$ cat config.mk
export PLATFORM = sky130hd
export DESIGN_NAME = encoder_trajectory_follower_flat
export DESIGN_NICKNAME = d
export VERILOG_FILES = /design/src/hw/rtl/etf_pkg.sv /design/src/hw/rtl/etf_if.sv /design/src/hw/rtl/encoder_trajectory_follower.sv /design/src/hw/rtl/etf_serial_unit.sv /design/src/flat_wrapper.sv
export VERILOG_INCLUDE_DIRS = /design/src /design/src/hw/rtl
export SDC_FILE = /design/constraint.sdc
export NUM_CORES = 2
export LEC_CHECK = 0
export BUFFER_PORTS_ARGS = -buffer_cell sky130_fd_sc_hd__buf_2
export CORE_UTILIZATION = 46
export CTS_CLUSTER_DIAMETER = 60
export CTS_CLUSTER_SIZE = 8
export DETAILED_ROUTE_END_ITERATION = 8
export GPL_TIMING_DRIVEN = 0
export PLACE_DENSITY = 0.69
export SKIP_CTS_REPAIR_TIMING = 1
export SYNTH_ARGS = -nofsm -noshare
export SYNTH_HDL_FRONTEND = slang
export SYNTH_SLANG_ARGS = --single-unit
$ cat constraint.sdc
create_clock -name clk -period 18.2 [get_ports clk]
set_input_delay 2.73 -clock clk [delete_from_list [all_inputs] [get_ports clk]]
set_output_delay 2.73 -clock clk [all_outputs]
set_load 0.05 [all_outputs]
$ cat src/hw/rtl/encoder_trajectory_follower_assert.svh
// Assertion macros for the trajectory follower.
// Included by etf_serial_unit.sv and encoder_trajectory_follower.sv.
`ifndef ENCODER_TRAJECTORY_FOLLOWER_ASSERT_SVH
`define ENCODER_TRAJECTORY_FOLLOWER_ASSERT_SVH
`ifndef SYNTH
// same-cycle implication
`define ETF_ASSERT_NOW(lbl, clk, rst, ante, cons, msg) \
  lbl: assert property (@(posedge clk) disable iff (rst) (ante) |-> (cons)) \
    else $error(msg);
// next-cycle implication
`define ETF_ASSERT_NEXT(lbl, clk, rst, ante, cons, msg) \
  lbl: assert property (@(posedge clk) disable iff (rst) (ante) |=> (cons)) \
    else $error(msg);
`else
`define ETF_ASSERT_NOW(lbl, clk, rst, ante, cons, msg)
`define ETF_ASSERT_NEXT(lbl, clk, rst, ante, cons, msg)
`endif
`endif

$ cat src/hw/rtl/etf_pkg.sv
// Shared types, constants and saturation helpers for the trajectory follower.
// No dependencies.
`timescale 1ns / 1ps
`default_nettype none
package etf_pkg;
  localparam int WORD_W        = 32;
  localparam int TIME_W        = 31;
  localparam int HALF_W        = 16;
  localparam int CFG_IDX_W     = 4;
  localparam int OPND_W        = 33;
  localparam int DIVD_W        = 64;
  localparam int PROD_W        = 66;
  localparam int ACC_W         = 66;
  localparam int STEP_W        = 7;
  localparam int MUL_STEPS     = 33;
  localparam int DIV_STEPS     = 64;
  localparam int COUNT_WIDTH_D = 16;
  localparam int FRAC_BITS_D   = 16;

  localparam logic [CFG_IDX_W-1:0] REG_INIT_POS = 4'd0;
  localparam logic [CFG_IDX_W-1:0] REG_TPR      = 4'd1;
  localparam logic [CFG_IDX_W-1:0] REG_CIRC     = 4'd2;
  localparam logic [CFG_IDX_W-1:0] REG_GAIN_P   = 4'd3;
  localparam logic [CFG_IDX_W-1:0] REG_GAIN_D   = 4'd4;
  localparam logic [CFG_IDX_W-1:0] REG_GAIN_V   = 4'd5;
  localparam logic [CFG_IDX_W-1:0] REG_GAIN_A   = 4'd6;
  localparam logic [CFG_IDX_W-1:0] REG_PATH_LEN = 4'd7;

  localparam logic [1:0] TERM_P = 2'd0;
  localparam logic [1:0] TERM_D = 2'd1;
  localparam logic [1:0] TERM_V = 2'd2;
  localparam logic [1:0] TERM_A = 2'd3;

  typedef enum logic {OP_MUL, OP_DIV} etf_op_t;

  typedef enum logic [3:0] {
    S_IDLE, S_DMUL, S_DDIV, S_ERR, S_DERR, S_RDIV, S_MSTART, S_MUL, S_OUT
  } etf_state_t;

  typedef struct packed {
    logic              start;
    etf_op_t           op;
    logic [DIVD_W-1:0] a;
    logic [OPND_W-1:0] b;
  } etf_unit_req_t;

  typedef struct packed {
    logic              busy;
    logic              done;
    logic [PROD_W-1:0] result;
  } etf_unit_rsp_t;

  // magnitude of a 32-bit signed word
  function automatic logic [OPND_W-1:0] mag32(input logic [WORD_W-1:0] x);
    logic [OPND_W-1:0] e;
    e = {x[WORD_W-1], x};
    return x[WORD_W-1] ? (~e + 33'd1) : e;
  endfunction

  // magnitude of a 33-bit signed word
  function automatic logic [OPND_W-1:0] mag33(input logic [OPND_W-1:0] x);
    return x[OPND_W-1] ? (~x + 33'd1) : x;
  endfunction

  // signed value from sign and magnitude, saturated to 32 bits
  function automatic logic [WORD_W-1:0] sat_mag(input logic neg,
                                                input logic [DIVD_W-1:0] m);
    logic [WORD_W-1:0] r;
    if (!neg) begin
      r = (m > 64'h7FFF_FFFF) ? 32'h7FFF_FFFF : m[WORD_W-1:0];
    end else begin
      r = (m > 64'h8000_0000) ? 32'h8000_0000 : (~m[WORD_W-1:0] + 32'd1);
    end
    return r;
  endfunction

  // 33-bit signed to 32 bits, saturated
  function automatic logic [WORD_W-1:0] sat33(input logic [OPND_W-1:0] s);
    logic [WORD_W-1:0] r;
    if (s[32] != s[31]) begin
      r = s[32] ? 32'h8000_0000 : 32'h7FFF_FFFF;
    end else begin
      r = s[WORD_W-1:0];
    end
    return r;
  endfunction

  function automatic logic [WORD_W-1:0] sat_acc(input logic signed [ACC_W-1:0] s);
    logic [WORD_W-1:0] r;
    if (s > $signed(66'sh7FFF_FFFF)) begin
      r = 32'h7FFF_FFFF;
    end else if (s < -$signed(66'sh8000_0000)) begin
      r = 32'h8000_0000;
    end else begin
      r = s[WORD_W-1:0];
    end
    return r;
  endfunction
endpackage
`default_nettype wire

$ cat src/hw/rtl/etf_if.sv
// Handshake channels of the trajectory follower: segment input, result, config.
// Depends on etf_pkg.
`timescale 1ns / 1ps
`default_nettype none
interface etf_in_if;
  logic                        valid;
  logic                        ready;
  logic [etf_pkg::WORD_W-1:0]  encoder_count;
  logic [etf_pkg::WORD_W-1:0]  target_position;
  logic [etf_pkg::WORD_W-1:0]  target_velocity;
  logic [etf_pkg::WORD_W-1:0]  target_accel;
  logic [etf_pkg::TIME_W-1:0]  step_time;
  logic [etf_pkg::WORD_W-1:0]  target_heading;
  modport source (output valid, encoder_count, target_position, target_velocity,
                  target_accel, step_time, target_heading, input ready);
  modport sink (input valid, encoder_count, target_position, target_velocity,
                target_accel, step_time, target_heading, output ready);
endinterface

interface etf_out_if;
  logic                        valid;
  logic                        ready;
  logic [etf_pkg::WORD_W-1:0]  drive_value;
  logic [etf_pkg::WORD_W-1:0]  heading_out;
  logic                        done_res;
  logic [etf_pkg::HALF_W-1:0]  segment_index;
  modport source (output valid, drive_value, heading_out, done_res, segment_index,
                  input ready);
  modport sink (input valid, drive_value, heading_out, done_res, segment_index,
                output ready);
endinterface

interface etf_cfg_if;
  logic                          valid;
  logic                          ready;
  logic [etf_pkg::CFG_IDX_W-1:0] index;
  logic [etf_pkg::WORD_W-1:0]    data;
  modport source (output valid, index, data, input ready);
  modport sink (input valid, index, data, output ready);
endinterface
`default_nettype wire

$ cat src/hw/rtl/encoder_trajectory_follower.sv
// Top level of the encoder trajectory follower: config registers, sequencer,
// output register. Depends on etf_pkg, etf_if and etf_serial_unit.
`timescale 1ns / 1ps
`default_nettype none
`include "encoder_trajectory_follower_assert.svh"
// One item in, one result out. An item on an active segment runs these steps in
// order, the multiplies and divides in one shared bit-serial multiply/divide unit:
// - The distance multiply, in 33 shift steps.
// - The division by ticks per revolution.
// - Error, then error change.
// - The division by the time step. This is skipped when the step
//   time is zero.
// - Each gain multiply, including its start state. There are four
//   of these, or three when the step time is zero.
// - The output state, then idle to take the next item.
// An item past the end of the path goes from idle straight to the output state.
// One item is processed at a time. The result sits in an output register, so the
// next item is taken while it waits; a second finished item waits in the output
// state until the register frees.
// Config writes are always accepted and must be made while no item is in work.
module encoder_trajectory_follower #(
  parameter int COUNT_WIDTH = etf_pkg::COUNT_WIDTH_D,
  parameter int FRAC_BITS   = etf_pkg::FRAC_BITS_D
) (
  input wire         clk,
  input wire         rst,
  etf_in_if.sink     sample,
  etf_out_if.source  result,
  etf_cfg_if.sink    cfg
);
  import etf_pkg::*;

  // config registers
  logic [WORD_W-1:0] start_count, gain_p, gain_d, gain_v, gain_a;
  logic [HALF_W-1:0] ticks_per_rev, path_length;
  logic [TIME_W-1:0] wheel_circ;

  // follower state
  logic [COUNT_WIDTH-1:0] segment_count;
  logic [WORD_W-1:0]      previous_error, held_heading;
  logic                   finished_flag;

  // per-item work registers
  etf_state_t state, state_next;
  logic [WORD_W-1:0] pos, vel, acc, hdg, travel, err, rate;
  logic [TIME_W-1:0] dt;
  logic              active, neg;
  logic [1:0]        term;
  logic signed [ACC_W-1:0] accum;

  logic out_valid;
  logic [WORD_W-1:0] out_drive, out_heading;
  logic [HALF_W-1:0] out_index;

  etf_unit_req_t req;
  etf_unit_rsp_t rsp;

  etf_serial_unit u_unit (.clk(clk), .rst(rst), .req(req), .rsp(rsp));

  logic in_fire, out_free, seg_active;
  logic [OPND_W-1:0] diff, derr;
  logic [WORD_W-1:0] tx, tg, dterm;
  logic signed [PROD_W-1:0] prod;
  logic [31:0] cnt_ext;
  logic [COUNT_WIDTH-1:0] cnt_inc;
  logic [31:0] inc_ext;

  assign cfg.ready    = 1'b1;
  assign sample.ready = (state == S_IDLE);
  assign in_fire      = sample.valid && sample.ready;
  assign out_free     = !out_valid || result.ready;
  assign cnt_ext      = 32'(segment_count);
  assign cnt_inc      = segment_count + COUNT_WIDTH'(1);  // wraps at COUNT_WIDTH
  assign inc_ext      = 32'(cnt_inc);
  assign seg_active   = cnt_ext < 32'(path_length);

  always_comb begin
    diff  = {sample.encoder_count[WORD_W-1], sample.encoder_count}
          - {start_count[WORD_W-1], start_count};
    derr  = {err[WORD_W-1], err} - {previous_error[WORD_W-1], previous_error};
    // derivative term when the step time is zero
    if (gain_d == '0 || derr == '0) begin
      dterm = '0;
    end else if (gain_d[WORD_W-1] == derr[OPND_W-1]) begin
      dterm = 32'h7FFF_FFFF;
    end else begin
      dterm = 32'h8000_0000;
    end
    case (term)
      TERM_P:  begin tx = err;  tg = gain_p; end
      TERM_D:  begin tx = rate; tg = gain_d; end
      TERM_V:  begin tx = vel;  tg = gain_v; end
      TERM_A:  begin tx = acc;  tg = gain_a; end
      default: begin tx = err;  tg = gain_p; end
    endcase
    prod = neg ? -$signed(rsp.result) : $signed(rsp.result);
  end

  // sequencer: next state and unit requests
  always_comb begin
    state_next = state;
    req.start  = 1'b0;
    req.op     = OP_MUL;
    req.a      = '0;
    req.b      = '0;
    case (state)
      S_IDLE: begin
        if (in_fire) begin
          if (seg_active) begin
            req.start  = 1'b1;
            req.a      = DIVD_W'(mag33(diff));
            req.b      = OPND_W'(wheel_circ);
            state_next = S_DMUL;
          end else begin
            state_next = S_OUT;
          end
        end
      end
      S_DMUL: begin
        if (rsp.done) begin
          req.start  = 1'b1;
          req.op     = OP_DIV;
          req.a      = rsp.result[DIVD_W-1:0];
          req.b      = (ticks_per_rev == '0) ? OPND_W'(1) : OPND_W'(ticks_per_rev);
          state_next = S_DDIV;
        end
      end
      S_DDIV: if (rsp.done) state_next = S_ERR;
      S_ERR:  state_next = S_DERR;
      S_DERR: begin
        if (dt == '0) begin
          state_next = S_MSTART;
        end else begin
          req.start  = 1'b1;
          req.op     = OP_DIV;
          req.a      = DIVD_W'(mag33(derr)) << FRAC_BITS;
          req.b      = OPND_W'(dt);
          state_next = S_RDIV;
        end
      end
      S_RDIV: if (rsp.done) state_next = S_MSTART;
      S_MSTART: begin
        req.start  = 1'b1;
        req.a      = DIVD_W'(mag32(tx));
        req.b      = mag32(tg);
        state_next = S_MUL;
      end
      S_MUL: begin
        if (rsp.done) state_next = (term == TERM_A) ? S_OUT : S_MSTART;
      end
      S_OUT:  if (out_free) state_next = S_IDLE;
      default: state_next = S_IDLE;
    endcase
  end

  always_ff @(posedge clk) begin
    if (rst) begin
      state <= S_IDLE;
    end else begin
      state <= state_next;
    end
  end

  // config writes
  always_ff @(posedge clk) begin
    if (rst) begin
      start_count   <= '0;
      ticks_per_rev <= HALF_W'(1);
      wheel_circ    <= TIME_W'(65536);
      gain_p        <= '0;
      gain_d        <= '0;
      gain_v        <= '0;
      gain_a        <= '0;
      path_length   <= '0;
    end else if (cfg.valid) begin
      case (cfg.index)
        REG_INIT_POS: start_count   <= cfg.data;
        REG_TPR:      ticks_per_rev <= cfg.data[HALF_W-1:0];
        REG_CIRC:     wheel_circ    <= cfg.data[TIME_W-1:0];
        REG_GAIN_P:   gain_p        <= cfg.data;
        REG_GAIN_D:   gain_d        <= cfg.data;
        REG_GAIN_V:   gain_v        <= cfg.data;
        REG_GAIN_A:   gain_a        <= cfg.data;
        REG_PATH_LEN: path_length   <= cfg.data[HALF_W-1:0];
        default: ;
      endcase
    end
  end

  // datapath registers and follower state
  always_ff @(posedge clk) begin
    if (rst) begin
      segment_count  <= '0;
      previous_error <= '0;
      held_heading   <= '0;
      finished_flag  <= 1'b0;
      out_valid      <= 1'b0;
    end else begin
      if (state == S_OUT && out_free) begin
        out_valid <= 1'b1;
      end else if (result.ready) begin
        out_valid <= 1'b0;
      end
      case (state)
        S_IDLE: begin
          if (in_fire) begin
            pos    <= sample.target_position;
            vel    <= sample.target_velocity;
            acc    <= sample.target_accel;
            dt     <= sample.step_time;
            hdg    <= sample.target_heading;
            active <= seg_active;
            neg    <= diff[OPND_W-1];
            accum  <= '0;
            term   <= TERM_P;
          end
        end
        S_DDIV: if (rsp.done) travel <= sat_mag(neg, rsp.result[DIVD_W-1:0]);
        S_ERR:  err <= sat33({pos[WORD_W-1], pos} - {travel[WORD_W-1], travel});
        S_DERR: begin
          neg <= derr[OPND_W-1];
          if (dt == '0) accum <= ACC_W'($signed(dterm));
        end
        S_RDIV: if (rsp.done) rate <= sat_mag(neg, rsp.result[DIVD_W-1:0]);
        S_MSTART: neg <= tx[WORD_W-1] ^ tg[WORD_W-1];
        S_MUL: begin
          if (rsp.done) begin
            accum <= accum + ACC_W'(prod >>> FRAC_BITS);
            // the derivative product is skipped when it came from the zero-dt rule
            if (term == TERM_P && dt == '0) term <= TERM_V;
            else term <= term + 2'd1;
          end
        end
        S_OUT: begin
          if (out_free) begin
            if (active) begin
              out_drive      <= sat_acc(accum);
              out_heading    <= hdg;
              out_index      <= inc_ext[HALF_W-1:0];
              finished_flag  <= 1'b0;
              previous_error <= err;
              held_heading   <= hdg;
              segment_count  <= cnt_inc;
            end else begin
              out_drive     <= '0;
              out_heading   <= held_heading;
              out_index     <= cnt_ext[HALF_W-1:0];
              finished_flag <= 1'b1;
            end
          end
        end
        default: ;
      endcase
    end
  end

  assign result.valid         = out_valid;
  assign result.drive_value   = out_drive;
  assign result.heading_out   = out_heading;
  assign result.done_res      = finished_flag;
  assign result.segment_index = out_index;

  `ETF_ASSERT_NOW(a_unit_idle, clk, rst, state == S_IDLE, !rsp.busy, "unit busy in idle")
  `ETF_ASSERT_NEXT(a_take_leaves_idle, clk, rst, in_fire, state != S_IDLE, "item lost")
  `ETF_ASSERT_NOW(a_done_zero, clk, rst, out_valid && finished_flag, out_drive == '0, "finished result with nonzero drive")
endmodule
`default_nettype wire

$ cat src/hw/rtl/etf_serial_unit.sv
// Bit-serial unsigned multiplier and restoring divider, one bit per cycle.
// Depends on etf_pkg and encoder_trajectory_follower_assert.svh.
`timescale 1ns / 1ps
`default_nettype none
`include "encoder_trajectory_follower_assert.svh"
module etf_serial_unit (
  input  wire                    clk,
  input  wire                    rst,
  input  etf_pkg::etf_unit_req_t req,
  output etf_pkg::etf_unit_rsp_t rsp
);
  import etf_pkg::*;

  logic [PROD_W-1:0] work;
  logic [OPND_W-1:0] rem;
  logic [OPND_W-1:0] divisor;
  logic [STEP_W-1:0] steps;
  etf_op_t           op;
  logic              busy;
  logic              done;

  logic [OPND_W:0]   msum;
  logic [OPND_W-1:0] trial;
  logic              fits;

  always_comb begin
    msum  = {1'b0, work[PROD_W-1:OPND_W]} + (work[0] ? {1'b0, divisor} : 34'd0);
    trial = {rem[OPND_W-2:0], work[DIVD_W-1]};
    fits  = trial >= divisor;
  end

  always_ff @(posedge clk) begin
    if (rst) begin
      busy  <= 1'b0;
      done  <= 1'b0;
      steps <= '0;
    end else begin
      done <= 1'b0;
      if (req.start) begin
        busy    <= 1'b1;
        op      <= req.op;
        divisor <= req.b;
        rem     <= '0;
        if (req.op == OP_MUL) begin
          work  <= {33'd0, req.a[OPND_W-1:0]};
          steps <= STEP_W'(MUL_STEPS);
        end else begin
          work  <= {2'b00, req.a};
          steps <= STEP_W'(DIV_STEPS);
        end
      end else if (busy) begin
        if (op == OP_MUL) begin
          work <= {msum, work[OPND_W-1:1]};
        end else begin
          rem  <= fits ? (trial - divisor) : trial;
          work <= {2'b00, work[DIVD_W-2:0], fits};
        end
        steps <= steps - STEP_W'(1);
        if (steps == STEP_W'(1)) begin
          busy <= 1'b0;
          done <= 1'b1;
        end
      end
    end
  end

  assign rsp.busy   = busy;
  assign rsp.done   = done;
  assign rsp.result = work;

  `ETF_ASSERT_NOW(a_no_restart, clk, rst, req.start, !busy, "start while busy")
  `ETF_ASSERT_NOW(a_done_after_busy, clk, rst, done, $past(busy), "done without run")
  `ETF_ASSERT_NOW(a_done_idle, clk, rst, done, !busy, "done while still busy")
endmodule
`default_nettype wire

$ cat src/flat_wrapper.sv
// flat-port wrapper written by rule: the top's interface ports become plain ports
module encoder_trajectory_follower_flat import etf_pkg::*;
#(
  parameter int COUNT_WIDTH = etf_pkg::COUNT_WIDTH_D,
  parameter int FRAC_BITS   = etf_pkg::FRAC_BITS_D
)
  (clk, rst, sample_valid, sample_encoder_count, sample_target_position, sample_target_velocity, sample_target_accel, sample_step_time, sample_target_heading, sample_ready, result_valid, result_drive_value, result_heading_out, result_done_res, result_segment_index, result_ready, cfg_valid, cfg_index, cfg_data, cfg_ready);
  etf_in_if sample_i ();
  etf_out_if result_i ();
  etf_cfg_if cfg_i ();
  input wire clk;
  input wire rst;
  input wire logic [$bits(sample_i.valid)-1:0] sample_valid;
  input wire logic [$bits(sample_i.encoder_count)-1:0] sample_encoder_count;
  input wire logic [$bits(sample_i.target_position)-1:0] sample_target_position;
  input wire logic [$bits(sample_i.target_velocity)-1:0] sample_target_velocity;
  input wire logic [$bits(sample_i.target_accel)-1:0] sample_target_accel;
  input wire logic [$bits(sample_i.step_time)-1:0] sample_step_time;
  input wire logic [$bits(sample_i.target_heading)-1:0] sample_target_heading;
  output wire logic [$bits(sample_i.ready)-1:0] sample_ready;
  output wire logic [$bits(result_i.valid)-1:0] result_valid;
  output wire logic [$bits(result_i.drive_value)-1:0] result_drive_value;
  output wire logic [$bits(result_i.heading_out)-1:0] result_heading_out;
  output wire logic [$bits(result_i.done_res)-1:0] result_done_res;
  output wire logic [$bits(result_i.segment_index)-1:0] result_segment_index;
  input wire logic [$bits(result_i.ready)-1:0] result_ready;
  input wire logic [$bits(cfg_i.valid)-1:0] cfg_valid;
  input wire logic [$bits(cfg_i.index)-1:0] cfg_index;
  input wire logic [$bits(cfg_i.data)-1:0] cfg_data;
  output wire logic [$bits(cfg_i.ready)-1:0] cfg_ready;
  assign sample_i.valid = sample_valid;
  assign sample_i.encoder_count = sample_encoder_count;
  assign sample_i.target_position = sample_target_position;
  assign sample_i.target_velocity = sample_target_velocity;
  assign sample_i.target_accel = sample_target_accel;
  assign sample_i.step_time = sample_step_time;
  assign sample_i.target_heading = sample_target_heading;
  assign sample_ready = sample_i.ready;
  assign result_valid = result_i.valid;
  assign result_drive_value = result_i.drive_value;
  assign result_heading_out = result_i.heading_out;
  assign result_done_res = result_i.done_res;
  assign result_segment_index = result_i.segment_index;
  assign result_i.ready = result_ready;
  assign cfg_i.valid = cfg_valid;
  assign cfg_i.index = cfg_index;
  assign cfg_i.data = cfg_data;
  assign cfg_ready = cfg_i.ready;
  encoder_trajectory_follower #(.COUNT_WIDTH(COUNT_WIDTH), .FRAC_BITS(FRAC_BITS)) u_core (.clk(clk), .rst(rst), .sample(sample_i), .result(result_i), .cfg(cfg_i));
endmodule
# After elaboration in Yosys (flattened, before gate mapping)
# Cells that the tools add are included.
dict set report op_classes {
  n_addsub 15
  n_lt_le_gt_ge 6
  n_eq_ne 29
  n_mux 66
  bitwise_logic 9
  reduce_logical 44
}
# op count
set op_table {}
lappend op_table {{66-bit two-way mux} 8}
lappend op_table {{97-bit case mux with 4 select lines} 1}
lappend op_table {{32-bit two-way mux} 12}
lappend op_table {{32-bit case mux with 4 select lines} 2}
lappend op_table {{99-bit two-way mux} 2}
lappend op_table {{66-bit case mux with 3 select lines} 1}
lappend op_table {{33-bit two-way mux} 5}
lappend op_table {{33-bit by 1-bit adder with 33-bit output (second input constant)} 4}
lappend op_table {{33-bit NOT} 4}
lappend op_table {{32-bit by 32-bit subtractor with 33-bit output} 3}
lappend op_table {{97-bit two-way mux} 1}
lappend op_table {{66-bit by 50-bit adder with 66-bit output} 1}
lappend op_table {{66-bit by 32-bit greater-than comparator with 1-bit output (second input constant)} 1}
lappend op_table {{66-bit by 32-bit less-than comparator with 1-bit output (second input constant)} 1}
lappend op_table {{66-bit negator} 1}
lappend op_table {{64-bit by 31-bit greater-than comparator with 1-bit output (second input constant)} 1}
lappend op_table {{64-bit by 32-bit greater-than comparator with 1-bit output (second input constant)} 1}
lappend op_table {{64-bit two-way mux} 1}
lappend op_table {{4-bit case mux with 9 select lines} 1}
lappend op_table {{33-bit by 34-bit adder with 34-bit output} 1}
lappend op_table {{33-bit greater-or-equal comparator} 1}
lappend op_table {{33-bit zero test} 1}
lappend op_table {{32-bit by 1-bit adder with 32-bit output (second input constant)} 1}
lappend op_table {{4-bit by 3-bit == test with 1-bit output (second input constant)} 8}
lappend op_table {{other kinds (46)} 106}
dict set report word_totals {
  register_bits 855
  inputBits 232
  out_inout_bits 84
  word_cells 207
}

# Depth between registers and ports, before layout
dict set report logic_depth {
  word_depth 9
  depth_mapped 27
  ltp_nobuf 24
}

# Hierarchy
# From an unflattened synthesis, not the netlist that was laid out.
dict set report unflattened {
  cells_unflattened 5806
  hier_area_um2 52242.6
}
# module n_inst cells_per_inst area_per_inst_um2 seq_area_each_um2
set by_module_without_submodules {}
lappend by_module_without_submodules {encoder_trajectory_follower 1 4775 42416.9 18347.6}
lappend by_module_without_submodules {etf_serial_unit 1 1031 9825.7 4144.0}

# Worst setup path after synthesis
# OpenSTA, ideal clock, no wires.
dict set report synth_path {
  kind {in2reg}
  startpoint {input port rst}
  endpoint {register u_core.acc[0] (enable)}
  setup_ps 683
  arrival_ps 9958
  required_ps 17517
  setup_slack_ps 7559
  cell_stages 4
  cell_sequence {clkbuf_1 clkbuf_1 buf_1 nor2_1}
}
dict set report synth_between {
  elab_chain_cells 2
}
# element line
set synth_rtl {}
lappend synth_rtl {{from (decl)} flat_wrapper.sv:12} ;# input wire rst;
lappend synth_rtl {{1-bit NOT (no line)} n/a}
lappend synth_rtl {{3-bit AND reduction (no line)} n/a}
lappend synth_rtl {{to (signal assigned)} encoder_trajectory_follower.sv:209} ;# acc <= sample.target_accel;
lappend synth_rtl {{to (decl)} encoder_trajectory_follower.sv:45} ;# logic [WORD_W-1:0] pos, vel, acc, hdg, travel, err, rate;
# No other way between the ends.
# A chain may end at the register's enable or synchronous reset.

# Worst setup path after layout
dict set report layout_path {
  startpoint {register u_core.u_unit.work[0]}
  endpoint {register u_core.accum[59] (data pin)}
}
dict set report layout_between {
  elab_chain_cells 5
}
# element line
set layout_rtl {}
lappend layout_rtl {{from (decl)} etf_serial_unit.sv:14} ;# logic [PROD_W-1:0] work;
lappend layout_rtl {{from (signal assigned)} etf_serial_unit.sv:45} ;# work <= {33'd0, req.a[OPND_W-1:0]};
lappend layout_rtl {{from (signal assigned)} etf_serial_unit.sv:48} ;# work <= {2'b00, req.a};
lappend layout_rtl {{from (signal assigned)} etf_serial_unit.sv:53} ;# work <= {msum, work[OPND_W-1:1]};
lappend layout_rtl {{66-bit negator} encoder_trajectory_follower.sv:96} ;# prod = neg ? -$signed(rsp.result) : $signed(rsp.result);
lappend layout_rtl {{66-bit two-way mux} encoder_trajectory_follower.sv:96}
lappend layout_rtl {{66-bit by 50-bit adder with 66-bit output} encoder_trajectory_follower.sv:228} ;# accum <= accum + ACC_W'(prod >>> FRAC_BITS);
lappend layout_rtl {{66-bit two-way mux} encoder_trajectory_follower.sv:227} ;# if (rsp.done) begin
lappend layout_rtl {{66-bit case mux with 3 select lines} encoder_trajectory_follower.sv:204} ;# case (state)
lappend layout_rtl {{to (signal assigned)} encoder_trajectory_follower.sv:222} ;# if (dt == '0) accum <= ACC_W'($signed(dterm));
lappend layout_rtl {{to (signal assigned)} encoder_trajectory_follower.sv:228}
lappend layout_rtl {{to (decl)} encoder_trajectory_follower.sv:49} ;# logic signed [ACC_W-1:0] accum;
# No other way between the ends. The select of a mux whose other input is x is not followed.

==> qor.csv <==
stage;metric;value;unit
critical_path;reg-to-reg slack, setup;9.06;ns
clocking;worst-skew pair later-pin latency;0.77;ns
clocking;CTS tree;yes;
global_routing;initial antenna violation count;14;
clocking;deepest clock path buffer count;3;
min_path;hold_sp;u_core.gain_p[17];
final_layout;nets@finish;6742;
route;DR pass1 iterations;9;
critical_path;FF-to-FF Start;u_core.u_unit.work[0];
route;Antenna Nets Post-Route;0;
route;remaining routing DRC violations;1;
yosys;Syn Area/Cell;8.971;um^2
critical_path;Setup CP Type;reg2reg;
min_path;HP Class;reg2reg;
place;GPL Wtd Cong;1.009;
critical_path;Req. time, crit path;18.71;ns
sta;Slew Limit Fails;0;
route;initial drt markers;5331;
sta;Final setup viols;0;
place;HPWL after DPL;147.3;mm
final_layout;commonest non-fill, non-tap cell in the layout;nand2_1;
sta;Final min period;9.140;ns
critical_path;CP peak stage delay;0.62;ns
floorplanning;I/O pins;316;
outcome;outcome;finished, violations left;
yosys;area leader, netlist;edfxtp_1;
final_layout;final instance area;0.05980;mm^2
sta;Rel. slew slack;2.219;%
floorplanning;core area;0.1111;mm^2
global_routing;vias in the first global route;44090;
global_routing;largest net degree at the start of global routing;39;
route;DR vias/cell;6.071;
final_layout;synth-to-layout area growth;15.37;%
flow_run;maxcap violations;0;
yosys;Ys Warns;0;
yosys;Synth async-reset ratio;0;%
place;placed instance area;0.05566;mm^2
yosys;sequential area share after synthesis;43.39;%
outcome;failing checks;DRC;
final_layout;Multi-input gate area;0.02718;mm^2
critical_path;cell family with most CP delay;simple AND/OR/NAND/NOR gates;
global_routing;grt total ovfl;0;
floorplanning;Die ar.;0.1140;mm^2
final_layout;final core occ;53.82;%
clocking;Reg clk slew, reported paths;0.05;ns
global_routing;Total GRT Usage;32.06;%
floorplanning;die span in x;337.7;um
clocking;clock buffer count from CTS;134;
route;final wirelength;187.1;mm
critical_path;WP buf/inv;4;
final_layout;fill count;10290;
yosys;Unique masters post-synth;104;
sta;RSZ-0062 raised after global routing;false;
critical_path;critical path's slowest cell;a211oi_1;
power;maximum vdd drop;0.08110;mV
sta;worst slew pin tran;1.467;ns
clocking;H-tree levels;4;
floorplanning;initial core utilization;46.64;%
critical_path;Worst R2R Path Depth;27;
critical_path;worst reg2reg endpoint;u_core.accum[59];
place;number of port buffers;297;
min_path;hold depth;2;
sta;setup_tns;0;ns
floorplanning;Die Span Y;337.7;um
yosys;Syn Nets;6272;
global_routing;first-pass GRT wire length;272.8;mm
clocking;Root Driver;clkbuf_16;
power;pwr/cell area;113.9;mW/mm^2
sta;fmax;0.1094;GHz
yosys;Synth top area share;31.11;%
critical_path;Crit. End Element;register;
yosys;Post-synth EDFFs;537;
route;vias post-DR;47560;
critical_path;Startpoint Class;register;
final_layout;commonest non-fill, non-tap cells in the layout;960 x nand2_1, 650 x a21oi_1, 537 x edfxtp_1, 338 x nor2_1, 332 x clkbuf_1;
yosys;Synth Register Bits;855;
power;Leak Pwr;22.21;nW
yosys;cell area after synthesis;0.05183;mm^2
yosys;Synth Flop Type;edfxtp_1;
floorplanning;FP Rows;122;
yosys;Synth area leaders;edfxtp_1 31%, dfxtp_1 12%, nand2_1 7.0%, a21oi_1 6.3%, ha_1 6.2%;
sta;Fin. Hold Viols;0;
route;post-DR wirelength/cell;23.88;um
min_path;Hold Path End;u_core.gain_p[17];
yosys;Post-Synthesis Cells;5778;
critical_path;crit path max fanout;10;
critical_path;arrival time worst endpoint;9.65;ns
sta;fin crit share;50.22;%
final_layout;layout cells sized above 1;10.11;%
final_layout;sequential cell area;0.02249;mm^2
sta;Worst Clk Skew;0.04274;ns
clocking;clock sinks;855;
-- registers in the layout, indices dropped and copies added, names as in the netlist, 32 cells and up --
name and cells:
u_core.held_heading 32, u_core.result.heading_out 32, u_core.acc 32, u_core.result.drive_value 32, u_core.gain_v 32, u_core.hdg 32
u_core.gain_p 32, u_core.u_unit.rem 32, u_core.previous_error 32, u_core.gain_a 32, u_core.travel 32, u_core.vel 32
u_core.pos 32, u_core.u_unit.work 66, u_core.rate 32, u_core.start_count 32, u_core.u_unit.divisor 33, u_core.err 32
u_core.accum 66, u_core.gain_d 32
-- final cells by class --
type	instances	area share, %
Clock inverter	29	0.7636
Sequential cell	855	37.61
Timing Repair Buffer	334	3.176
Tap cell	1488	3.113
Buffer	331	2.220
Multi-Input combinational cell	4350	45.44
Clock buffer	197	6.124
Inverter	242	1.519
Antenna cell	8	0.03347
-- layer usage --
| metal | GRT usage, % | routed length, um | up-vias |
|---|---|---|---|
| li1 | - | - | 21970 |
| met1 | 41.67 | 74080 | 22660 |
| met2 | 50.72 | 84780 | 2441 |
| met3 | 5.965 | 18160 | 481 |
| met4 | 16.73 | 10010 | 10 |
| met5 | 0 | 59 | - |
-- metrics by stage --
stage	std cells	setup slack (ns)	hold slack, ns	power [mW]
6_report	7834	9.060	0.4509	6.810
5_1_grt	7831	8.721	0.4634	7.061
4_1_cts	7826	9.361	0.4522	6.780
3_5_place_dp	7600	9.404	0.4454	4.355
3_3_place_gp	7563	3.036	0.4370	4.352
2_1_floorplan	5778	7.559	0.4312	3.737
-- worst max-delay path by stage --
stage,start,end,slack (ns),cells after the start
floorplan,rst,u_core.acc[0],7.56,4
global placement,rst,u_core.acc[26],3.04,4
detailed placement,u_core.u_unit.work[0],u_core.accum[59],9.40,27
CTS,u_core.u_unit.work[0],u_core.accum[59],9.36,27
global route,u_core.u_unit.work[0],u_core.accum[59],8.72,27
finish,u_core.u_unit.work[0],u_core.accum[59],9.06,27
-- Yosys cell counts, types with 62 or more instances --
cell type,n
o21ai_0,314
nor3_1,101
nand2_1,960
nand3_1,105
edfxtp_1,537
a222oi_1,62
mux2i_1,71
inv_1,241
xor2_1,138
a21oi_1,650
nor2_1,341
dfxtp_1,318
clkbuf_1,274
ha_1,256
a21o_1,117
xnor2_1,227
-- logic make-up (layout without fill, tap and decap cells) --
family / count (synthesis) / count (layout) / synth area share (%)
mux: 110 / 110 / 2.218
flops: 855 / 855 / 43.39
other cells: 2 / 10 / 0.01449
fa+ha+maj: 269 / 269 / 6.546
xor+xnor: 365 / 365 / 6.167
simple gates: 1946 / 1946 / 17.19
buf+inv: 573 / 1133 / 4.314
compound gates: 1658 / 1658 / 20.16
-- worst register-to-register path, delay by kind of cell (launching register included) --
kind / cells / cell delay [ns]
AND/OR/NAND/NOR: 12 / 3.52
AO/OA/AOI/OAI: 8 / 2.52
buffers and inverters: 4 / 1.44
adder cells (fa/ha/maj): 2 / 0.69
flip-flops: 1 / 0.59
XOR/XNOR: 1 / 0.16
-- power breakdown --
part / internal, mW / switching, mW / total (mW) / leakage, nW
clock network: 1.48 / 0.949 / 2.43 / 1.97
registers: 2.29 / 0.128 / 2.42 / 7.53
logic: 0.647 / 1.32 / 1.96 / 12.7
total: 4.42 / 2.39 / 6.81 / 22.2
No activity file was read; power rests on OpenSTA's default activity.
